<file path="src/sv/pic_pkg.sv">
// Shared constants, types and request codes of the platform interrupt controller.
`timescale 1ns / 1ps
`default_nettype none

package pic_pkg;

    // Sizing. All sources fit in one 32-bit pending/enable word.
    localparam int NUM_SOURCES    = 32;
    localparam int NUM_CONTEXTS   = 2;
    localparam int PRIORITY_WIDTH = 3;

    localparam int ID_W  = $clog2(NUM_SOURCES);
    localparam int CTX_W = (NUM_CONTEXTS > 1) ? $clog2(NUM_CONTEXTS) : 1;
    localparam int IRQ_W = 2;

    // Request and result field widths
    localparam int OP_W      = 2;
    localparam int ADDR_W    = 22;
    localparam int DATA_W    = 32;
    localparam int LINES_W   = 32;
    localparam int S_TDATA_W = 88;   // 22 + 32 + 32 = 86, padded to bytes
    localparam int M_TDATA_W = 40;   // 32 + 2 = 34, padded to bytes

    // Register window map
    localparam logic [ADDR_W-1:0] PEND_BASE = 22'h001000;
    localparam logic [ADDR_W-1:0] EN_BASE   = 22'h002000;
    localparam logic [ADDR_W-1:0] CTX_BASE  = 22'h200000;
    localparam logic [11:0]       THR_OFF   = 12'h000;
    localparam logic [11:0]       CLAIM_OFF = 12'h004;

    typedef logic [PRIORITY_WIDTH-1:0] pri_t;
    typedef logic [ID_W-1:0]           src_id_t;
    typedef logic [NUM_SOURCES-1:0]    src_vec_t;
    typedef logic [CTX_W-1:0]          ctx_idx_t;

    // Bits of existing sources; source 0 is reserved
    localparam src_vec_t SRC_MASK = {{(NUM_SOURCES-1){1'b1}}, 1'b0};

    typedef enum logic [OP_W-1:0] {
        OP_READ   = 2'd0,
        OP_WRITE  = 2'd1,
        OP_SAMPLE = 2'd2,
        OP_IDLE   = 2'd3
    } op_t;

    // Sequencer commands to the datapath
    typedef struct packed {
        logic capture;    // latch accepted request
        logic execute;    // perform access / gateway update
        logic arb_load;   // first arbitration stage
        logic finish;     // second arbitration stage and result load
    } pic_cmd_t;

endpackage

`default_nettype wire

</file>
<file path="src/sv/pic_ctrl.sv">
// Request sequencer: handshakes and per-request command sequence.
`timescale 1ns / 1ps
`default_nettype none

module pic_ctrl (
    input  logic              aclk,
    input  logic              aresetn,
    input  logic              s_valid,
    output logic              s_ready,
    output logic              m_valid,
    input  logic              m_ready,
    output pic_pkg::pic_cmd_t cmd
);
    import pic_pkg::*;

    typedef enum logic [3:0] {
        ST_IDLE = 4'b0001,
        ST_EXEC = 4'b0010,
        ST_ARB  = 4'b0100,
        ST_FIN  = 4'b1000
    } state_t;

    state_t state_reg, state_next;
    logic   out_valid_reg, out_valid_next;
    logic   out_free;

    assign out_free = !out_valid_reg || m_ready;
    // no request is taken while reset is held
    assign s_ready  = aresetn && (state_reg == ST_IDLE);
    assign m_valid  = out_valid_reg;

    always_comb begin
        state_next  = state_reg;
        cmd         = '0;
        unique case (state_reg)
            ST_IDLE: begin
                if (s_valid) begin
                    cmd.capture = 1'b1;
                    state_next  = ST_EXEC;
                end
            end
            ST_EXEC: begin
                cmd.execute = 1'b1;
                state_next  = ST_ARB;
            end
            ST_ARB: begin
                cmd.arb_load = 1'b1;
                state_next   = ST_FIN;
            end
            ST_FIN: begin
                // hold here while the previous result is still unread
                if (out_free) begin
                    cmd.finish = 1'b1;
                    state_next = ST_IDLE;
                end
            end
            default: state_next = ST_IDLE;
        endcase
    end

    always_comb begin
        if (cmd.finish) begin
            out_valid_next = 1'b1;
        end else if (m_ready) begin
            out_valid_next = 1'b0;
        end else begin
            out_valid_next = out_valid_reg;
        end
    end

    always_ff @(posedge aclk) begin
        if (!aresetn) begin
            state_reg     <= ST_IDLE;
            out_valid_reg <= 1'b0;
        end else begin
            state_reg     <= state_next;
            out_valid_reg <= out_valid_next;
        end
    end

endmodule

`default_nettype wire

</file>
<file path="src/sv/pic_arb.sv">
// Two-stage registered priority tree: best eligible source per context.
`timescale 1ns / 1ps
`default_nettype none

module pic_arb (
    input  logic              aclk,
    input  logic              aresetn,
    input  logic              stage1_en,
    input  logic              stage2_en,
    input  pic_pkg::src_vec_t pending,
    input  pic_pkg::src_vec_t enable    [pic_pkg::NUM_CONTEXTS],
    input  pic_pkg::pri_t     threshold [pic_pkg::NUM_CONTEXTS],
    input  pic_pkg::pri_t     prio      [pic_pkg::NUM_SOURCES],
    output pic_pkg::src_id_t  best      [pic_pkg::NUM_CONTEXTS],
    output pic_pkg::src_id_t  best_now  [pic_pkg::NUM_CONTEXTS]
);
    import pic_pkg::*;

    localparam int GRP        = 8;
    localparam int NUM_GROUPS = (NUM_SOURCES + GRP - 1) / GRP;

    typedef struct packed {
        logic    valid;
        pri_t    pri;
        src_id_t id;
    } cand_t;

    // a is the lower id: it keeps the slot on a tie
    function automatic cand_t pick(input cand_t a, input cand_t b);
        return (b.valid && (!a.valid || b.pri > a.pri)) ? b : a;
    endfunction

    cand_t grp_next [NUM_CONTEXTS][NUM_GROUPS];
    cand_t grp_reg  [NUM_CONTEXTS][NUM_GROUPS];
    src_id_t best_reg [NUM_CONTEXTS];

    always_comb begin
        cand_t acc;
        cand_t leaf;
        for (int c = 0; c < NUM_CONTEXTS; c++) begin
            for (int g = 0; g < NUM_GROUPS; g++) begin
                acc = '0;
                for (int k = 0; k < GRP; k++) begin
                    if (g * GRP + k < NUM_SOURCES) begin
                        leaf.valid = pending[g*GRP+k] && enable[c][g*GRP+k] &&
                                     (prio[g*GRP+k] > threshold[c]);
                        leaf.pri   = prio[g*GRP+k];
                        leaf.id    = ID_W'(g * GRP + k);
                        acc        = pick(acc, leaf);
                    end
                end
                grp_next[c][g] = acc;
            end
        end
    end

    always_comb begin
        cand_t acc;
        for (int c = 0; c < NUM_CONTEXTS; c++) begin
            acc = '0;
            for (int g = 0; g < NUM_GROUPS; g++) begin
                acc = pick(acc, grp_reg[c][g]);
            end
            best_now[c] = acc.valid ? acc.id : '0;
        end
    end

    always_ff @(posedge aclk) begin
        if (stage1_en) begin
            grp_reg <= grp_next;
        end
    end

    always_ff @(posedge aclk) begin
        if (!aresetn) begin
            for (int c = 0; c < NUM_CONTEXTS; c++) begin
                best_reg[c] <= '0;
            end
        end else if (stage2_en) begin
            best_reg <= best_now;
        end
    end

    assign best = best_reg;

endmodule

`default_nettype wire

</file>
<file path="src/sv/pic_dp.sv">
// Datapath: request latch, address decode, register file, gateways, result register.
`timescale 1ns / 1ps
`default_nettype none

module pic_dp (
    input  logic                         aclk,
    input  logic                         aresetn,
    input  pic_pkg::pic_cmd_t            cmd,
    input  logic [pic_pkg::OP_W-1:0]     opcode,
    input  logic [pic_pkg::ADDR_W-1:0]   address,
    input  logic [pic_pkg::DATA_W-1:0]   write_data,
    input  logic [pic_pkg::LINES_W-1:0]  source_lines,
    output logic [pic_pkg::DATA_W-1:0]   read_data,
    output logic [pic_pkg::IRQ_W-1:0]    irq_out,
    output logic                         access_error
);
    import pic_pkg::*;

    typedef enum logic [2:0] {
        ACC_NONE,
        ACC_PRIO,
        ACC_PEND,
        ACC_EN,
        ACC_THR,
        ACC_CLAIM,
        ACC_ERR
    } acc_t;

    // latched request
    op_t                op_reg;
    logic [ADDR_W-1:0]  addr_reg;
    logic [DATA_W-1:0]  wdata_reg;
    src_vec_t           lines_reg;

    // controller state
    pri_t     prio_reg [NUM_SOURCES];
    src_vec_t pending_reg;
    src_vec_t in_service_reg;
    src_vec_t en_reg  [NUM_CONTEXTS];
    pri_t     thr_reg [NUM_CONTEXTS];

    logic [DATA_W-1:0] rd_reg;
    logic              err_reg;

    logic [DATA_W-1:0] out_rd_reg;
    logic [IRQ_W-1:0]  out_irq_reg;
    logic              out_err_reg;

    src_id_t best     [NUM_CONTEXTS];
    src_id_t best_now [NUM_CONTEXTS];

    acc_t               acc;
    src_id_t            id_idx;
    ctx_idx_t           ctx_idx;
    logic [ADDR_W-1:0]  en_off;
    logic [13:0]        ctx_en;
    logic [8:0]         ctx_thr;
    src_id_t            claim_id;
    src_id_t            cpl_id;
    logic               cpl_ok;
    logic [IRQ_W-1:0]   irq_now;

    pic_arb u_arb (
        .aclk      (aclk),
        .aresetn   (aresetn),
        .stage1_en (cmd.arb_load),
        .stage2_en (cmd.finish),
        .pending   (pending_reg),
        .enable    (en_reg),
        .threshold (thr_reg),
        .prio      (prio_reg),
        .best      (best),
        .best_now  (best_now)
    );

    // address decode
    always_comb begin
        acc     = ACC_ERR;
        id_idx  = addr_reg[ID_W+1:2];
        ctx_idx = '0;
        en_off  = addr_reg - EN_BASE;
        ctx_en  = en_off[20:7];
        ctx_thr = addr_reg[20:12];
        if (addr_reg[1:0] != 2'b00) begin
            acc = ACC_ERR;
        end else if (addr_reg < PEND_BASE) begin
            if ({1'b0, addr_reg[11:2]} >= 11'(NUM_SOURCES)) begin
                acc = ACC_ERR;
            end else if (addr_reg[11:2] == '0) begin
                acc = ACC_NONE;          // reserved source 0
            end else begin
                acc = ACC_PRIO;
            end
        end else if (addr_reg < EN_BASE) begin
            acc = (addr_reg[11:2] == '0) ? ACC_PEND : ACC_ERR;
        end else if (addr_reg < CTX_BASE) begin
            ctx_idx = ctx_en[CTX_W-1:0];
            if (ctx_en < 14'(NUM_CONTEXTS) && en_off[6:2] == '0) begin
                acc = ACC_EN;
            end
        end else begin
            ctx_idx = ctx_thr[CTX_W-1:0];
            if (ctx_thr < 9'(NUM_CONTEXTS)) begin
                if (addr_reg[11:0] == THR_OFF) begin
                    acc = ACC_THR;
                end else if (addr_reg[11:0] == CLAIM_OFF) begin
                    acc = ACC_CLAIM;
                end
            end
        end
    end

    assign claim_id = best[ctx_idx];
    assign cpl_id   = wdata_reg[ID_W-1:0];
    assign cpl_ok   = (wdata_reg != '0) && (wdata_reg < DATA_W'(NUM_SOURCES)) &&
                      en_reg[ctx_idx][cpl_id];

    always_comb begin
        irq_now = '0;
        for (int c = 0; c < IRQ_W; c++) begin
            if (c < NUM_CONTEXTS) begin
                irq_now[c] = (best_now[c] != '0);
            end
        end
    end

    always_ff @(posedge aclk) begin
        if (cmd.capture) begin
            op_reg    <= op_t'(opcode);
            addr_reg  <= address;
            wdata_reg <= write_data;
            lines_reg <= source_lines[NUM_SOURCES-1:0];
        end
        if (cmd.finish) begin
            out_rd_reg  <= rd_reg;
            out_irq_reg <= irq_now;
            out_err_reg <= err_reg;
        end
    end

    always_ff @(posedge aclk) begin
        if (!aresetn) begin
            for (int i = 0; i < NUM_SOURCES; i++) begin
                prio_reg[i] <= '0;
            end
            for (int c = 0; c < NUM_CONTEXTS; c++) begin
                en_reg[c]  <= '0;
                thr_reg[c] <= '0;
            end
            pending_reg    <= '0;
            in_service_reg <= '0;
            rd_reg         <= '0;
            err_reg        <= 1'b0;
        end else if (cmd.execute) begin
            rd_reg  <= '0;
            err_reg <= 1'b0;
            unique case (op_reg)
                OP_SAMPLE: begin
                    // gateway: a source in service cannot raise a new request
                    pending_reg <= pending_reg | (lines_reg & SRC_MASK & ~in_service_reg);
                end
                OP_READ: begin
                    unique case (acc)
                        ACC_PRIO:  rd_reg <= DATA_W'(prio_reg[id_idx]);
                        ACC_PEND:  rd_reg <= DATA_W'(pending_reg);
                        ACC_EN:    rd_reg <= DATA_W'(en_reg[ctx_idx]);
                        ACC_THR:   rd_reg <= DATA_W'(thr_reg[ctx_idx]);
                        ACC_CLAIM: begin
                            rd_reg <= DATA_W'(claim_id);
                            if (claim_id != '0) begin
                                pending_reg[claim_id]    <= 1'b0;
                                in_service_reg[claim_id] <= 1'b1;
                            end
                        end
                        ACC_ERR:   err_reg <= 1'b1;
                        ACC_NONE:  ;
                        default:   ;
                    endcase
                end
                OP_WRITE: begin
                    unique case (acc)
                        ACC_PRIO:  prio_reg[id_idx] <= wdata_reg[PRIORITY_WIDTH-1:0];
                        ACC_EN:    en_reg[ctx_idx]  <= wdata_reg[NUM_SOURCES-1:0] & SRC_MASK;
                        ACC_THR:   thr_reg[ctx_idx] <= wdata_reg[PRIORITY_WIDTH-1:0];
                        ACC_CLAIM: begin
                            // completion
                            if (cpl_ok) begin
                                in_service_reg[cpl_id] <= 1'b0;
                            end
                        end
                        ACC_ERR:   err_reg <= 1'b1;
                        ACC_PEND:  ;     // pending word is read only
                        ACC_NONE:  ;
                        default:   ;
                    endcase
                end
                OP_IDLE: ;
            endcase
        end
    end

    assign read_data    = out_rd_reg;
    assign irq_out      = out_irq_reg;
    assign access_error = out_err_reg;

endmodule

`default_nettype wire

</file>
<file path="src/sv/platform_interrupt_controller.sv">
// Top level of the platform interrupt controller: sequencer plus datapath.
`timescale 1ns / 1ps
`default_nettype none

// Channel  Dir  Ports                Contents (low bit first)
// s_axis   in   tvalid/tready/tdata  address[21:0], write_data[53:22], source_lines[85:54]
//               tuser                opcode[1:0]
// m_axis   out  tvalid/tready/tdata  read_data[31:0], irq_out[33:32]
//               tuser                access_error[0]
//
// Each request passes through accept, execute, then two stages of the
// priority tree (8-source groups, then the group winners) that refresh the
// per-context best source and produce irq_out for the result.
// A new request is taken while a finished result still waits on m_axis; the
// final step holds only when the result register is still occupied.
// Reset (aresetn low, synchronous) clears all priorities, enables,
// thresholds, pending and in-service bits directly; no clearing pass.
// Claims use the best source computed at the end of the previous request.

module platform_interrupt_controller (
    input  logic                            aclk,
    input  logic                            aresetn,
    input  logic                            s_axis_tvalid,
    output logic                            s_axis_tready,
    // address[21:0], write_data[53:22], source_lines[85:54], zero pad
    input  logic [pic_pkg::S_TDATA_W-1:0]   s_axis_tdata,
    // opcode[1:0]
    input  logic [pic_pkg::OP_W-1:0]        s_axis_tuser,
    output logic                            m_axis_tvalid,
    input  logic                            m_axis_tready,
    // read_data[31:0], irq_out[33:32], zero pad
    output logic [pic_pkg::M_TDATA_W-1:0]   m_axis_tdata,
    // access_error[0]
    output logic [0:0]                      m_axis_tuser
);
    import pic_pkg::*;

    pic_cmd_t          cmd;
    logic [DATA_W-1:0] read_data;
    logic [IRQ_W-1:0]  irq_out;
    logic              access_error;

    pic_ctrl u_ctrl (
        .aclk    (aclk),
        .aresetn (aresetn),
        .s_valid (s_axis_tvalid),
        .s_ready (s_axis_tready),
        .m_valid (m_axis_tvalid),
        .m_ready (m_axis_tready),
        .cmd     (cmd)
    );

    pic_dp u_dp (
        .aclk         (aclk),
        .aresetn      (aresetn),
        .cmd          (cmd),
        .opcode       (s_axis_tuser),
        .address      (s_axis_tdata[ADDR_W-1:0]),
        .write_data   (s_axis_tdata[ADDR_W+DATA_W-1:ADDR_W]),
        .source_lines (s_axis_tdata[ADDR_W+DATA_W+LINES_W-1:ADDR_W+DATA_W]),
        .read_data    (read_data),
        .irq_out      (irq_out),
        .access_error (access_error)
    );

    assign m_axis_tdata = {{(M_TDATA_W-DATA_W-IRQ_W){1'b0}}, irq_out, read_data};
    assign m_axis_tuser = access_error;

endmodule

`default_nettype wire

</file>
<file path="config.mk">
export PLATFORM = sky130hd
export DESIGN_NAME = platform_interrupt_controller
export DESIGN_NICKNAME = d
export VERILOG_FILES = /design/src/sv/pic_pkg.sv /design/src/sv/pic_ctrl.sv /design/src/sv/pic_arb.sv /design/src/sv/pic_dp.sv /design/src/sv/platform_interrupt_controller.sv
export SDC_FILE = /design/constraint.sdc
export NUM_CORES = 1
export LEC_CHECK = 0
export BUFFER_PORTS_ARGS = -buffer_cell sky130_fd_sc_hd__buf_4
export CAP_MARGIN = 10
export CORE_UTILIZATION = 62
export DETAILED_ROUTE_END_ITERATION = 6
export PLACE_DENSITY_LB_ADDON = 0.12
export REMOVE_ABC_BUFFERS = 1
export SYNTH_ARGS = -nofsm -noshare
export SYNTH_HDL_FRONTEND = slang
export SYNTH_SLANG_ARGS = --single-unit
export TNS_END_PERCENT = 30
</file>
<file path="constraint.sdc">
create_clock -name aclk -period 19.23 [get_ports aclk]
set_clock_uncertainty 0.1 [all_clocks]
set_input_delay 3.846 -clock aclk [delete_from_list [all_inputs] [get_ports aclk]]
set_output_delay 3.846 -clock aclk [all_outputs]
set_load 0.005 [all_outputs]
</file>
==> key figures <==
Timing
  – Unrepaired setup endpoints after global routing: no
  – Slew Limit Fails: 0
  – # setup viols final: 0
  – Setup TNS: 0 ps
  – Final Hold Fails: 0
  – Worst slew margin: 0.195
  – Slew @ Worst Pin: 1200 ps
  – Achievable Freq: between 0.07 and 0.08 GHz
  – Minimum clock period: 12,880 ps
  – Tcrit/Tclk final: 0.670

Synth
  – Post-synth top area cell: edfxtp_1
  – Fraction of registers with async set/reset: 0
  – Most frequent cells after synthesis: 369 x nand2_1, 366 x ha_1, 275 x dfxtp_1
  – Count leader, synth: nand2_1
  – Cell area after synthesis: 32,000 um2
  – Syn Inst Count: between 3,000 and 4,000
  – Post-synth cell types: 90
  – Synth top area share: 0.173
  – Seq/Total Area, Yosys: 0.345
  – FF+latch count, synth: 459
  – Ys Warns: 0
  – Count of flip-flops with a built-in enable after synthesis: 184
  – Ranking of synthesized cells by area: edfxtp_1 17%, dfxtp_1 17%, ha_1 14%, nand2_1 4.3%, mux2i_1 4.0%
  – Syn Area/Cell: 8.98 um2
  – Main synth FF type: dfxtp_1

Flow run
  – Max-cap viol count: 0

CTS
  – Clock Sinks: 459
  – Clock transition at the registers of the reported paths: 60 ps
  – CTS root buffer: clkbuf_16
  – Clock Latency Late Sink: 640 ps
  – Post-CTS Repair Setup Buffers: 0
  – PostCTS Resize Cnt: 0
  – Cts bufs inserted: 49
  – H-Tree Depth: 2
  – CTS Hold Bufs: 0
  – CTS tree: yes
  – Longest Clk Path Bufs: 3

Die
  – Num rows: 82
  – Die height: 229 um
  – Die footprint: 52,500 um2
  – Initial core utilization: 0.634
  – Core area: between 50,000 and 60,000 um2
  – Io pins: 137
  – Die width: 229 um

Place
  – Port bufs: between 100 and 150
  – DP Area: approximately 34,000 um2
  – RD Place Congestion: ~1.0
  – DP HPWL: 82.3 mm

Finish
  – Core Util, Final: 0.698
  – Fin area: 35,200 um2
  – Layout area overhead: 10.1%
  – Largest register FFs: 96
  – Share of post-route cells with drive strength above 1: 0.112
  – Nets: 4,104

Global route
  – GRT Residual Overflow: 0
  – Largest net degree at the start of global routing: 101
  – Initial antenna violation count: 4
  – First-pass GRT wire length: 169 mm
  – Vias in the first global route: between 20,000 and 30,000
  – GRT Total Usage: 0.417

Route
  – Via count: 30,100
  – Remaining DRCs: 0
  – Routed wire length: 112 mm
  – Starting DRT DRC Count: 3,319
  – DR pass1 iterations: 7
  – Via density: 6.91
  – DR WL/cell: 25.6 um
  – Final ANT Viol Nets: 0

Worst setup path
  – CP max-delay cell: o21ai_0
  – CP startpoint kind: flip-flop
  – CP Max Fanout: 16
  – Worst path required time: 19,440 ps
  – Worst Path Arrival: between 10,000 and 15,000 ps
  – Critical path class: reg2reg
  – Endpoint class of the critical path: flip-flop
  – CP max stage delay: 500 ps

Min path
  – Worst Hold Class: reg2reg

Power and ir drop
  – Peak supply drop: 0.0971 mV
  – PD cells: 60.7 nW/um2
  – P_leak: approximately 13 nW
  – Power Total: 2.14 mW

Run status
  – Status: completed
[power by group]
| part | leakage [nW] | total (mW) | switching [mW] | internal, mW |
|---|---|---|---|---|
| Sequential | 3.77 | 1.05 | 0.0185 | 1.03 |
| Combinational | 8.49 | 0.122 | 0.0834 | 0.0390 |
| Clock | 0.805 | 0.967 | 0.428 | 0.539 |
| Total | 13.1 | 2.14 | 0.530 | 1.61 |
[critical path: cells and delay by family (launching register included)]
family | cells | cell delay [ps]
flops | 1 | 330
compound gates | 34 | 6640
fa+ha+maj | 8 | 2450
buf+inv | 5 | 930
mux | 1 | 200
simple gates | 10 | 1920
[routing by layer]
layer,wire length (um),global-route usage
met5,23,0
met4,6700,0.237
met3,12600,0.0939
met2,49100,0.649
met1,43300,0.535
[kinds of logic after synthesis]
logic type | share of synthesized area
simple gates | 0.193
fa+ha+maj | 0.143
mux | 0.0631
compound gates | 0.215
other cells | 0.000117
buf+inv | 0.0408
flops | 0.345
[cell usage in the layout (no fill, tap or decap), types with 20 or more instances in the layout]
| cell type | instances |
|---|---|
| nand4_1 | 31 |
| o2111ai_1 | 20 |
| ha_1 | 366 |
| nor3b_1 | 44 |
| and2_1 | 38 |
| a22o_1 | 24 |
| a21boi_0 | 23 |
| o21ai_0 | 220 |
| clkbuf_16 | 50 |
| a221oi_1 | 22 |
| a31oi_1 | 46 |
| o21a_1 | 85 |
| nand3_1 | 159 |
| nor4_1 | 22 |
| mux2i_1 | 127 |
| nor2_1 | 209 |
| nor2b_1 | 150 |
| inv_1 | 159 |
| a21oi_1 | 214 |
| a21oi_2 | 60 |
| buf_4 | 179 |
| dfxtp_1 | 275 |
| nand2_1 | 369 |
| o22ai_1 | 26 |
| nor3_1 | 75 |
| mux4_2 | 25 |
| o211ai_1 | 25 |
| a21o_1 | 59 |
| o21ai_1 | 32 |
| edfxtp_1 | 184 |
| nand2b_1 | 32 |
[per-stage QoR]
stage               hold WS (ps)  worst slack [ps]  cells
floorplan                    308              8290   3411
global placement             314              7030   4262
detailed placement           318              6690   4262
CTS                          326              6590   4354
global route                 326              5350   4357
finish                       317              6350   4359
[final timing paths]
path / startpoint / slack (ps) / endpoint / depth (start not counted)
worst min-delay path: u_dp.rd_reg[5]$_SDFFE_PN0N_ / 320 / u_dp.read_data[5]$_DFFE_PP_ / 0
worst min register to register: u_dp.rd_reg[5]$_SDFFE_PN0N_ / 320 / u_dp.read_data[5]$_DFFE_PP_ / 0
worst max-delay path: u_dp.thr_reg[5]$_SDFFE_PN0P_ / 6350 / u_dp.u_arb.grp_reg[54]$_SDFFCE_PP1P_ / 58
worst max register to register: u_dp.thr_reg[5]$_SDFFE_PN0P_ / 6350 / u_dp.u_arb.grp_reg[54]$_SDFFCE_PP1P_ / 58
[final cells by class]
class,count,area [um2]
antenna,2,5.00
timing repair buffer,182,1380
multi-input combinational,2792,19700
inverter,160,603
clock buffer,63,1370
clock inverter,29,283
tap,672,841
sequential,459,11000
fill,3939,15300
(Power assumes the default switching activity.)
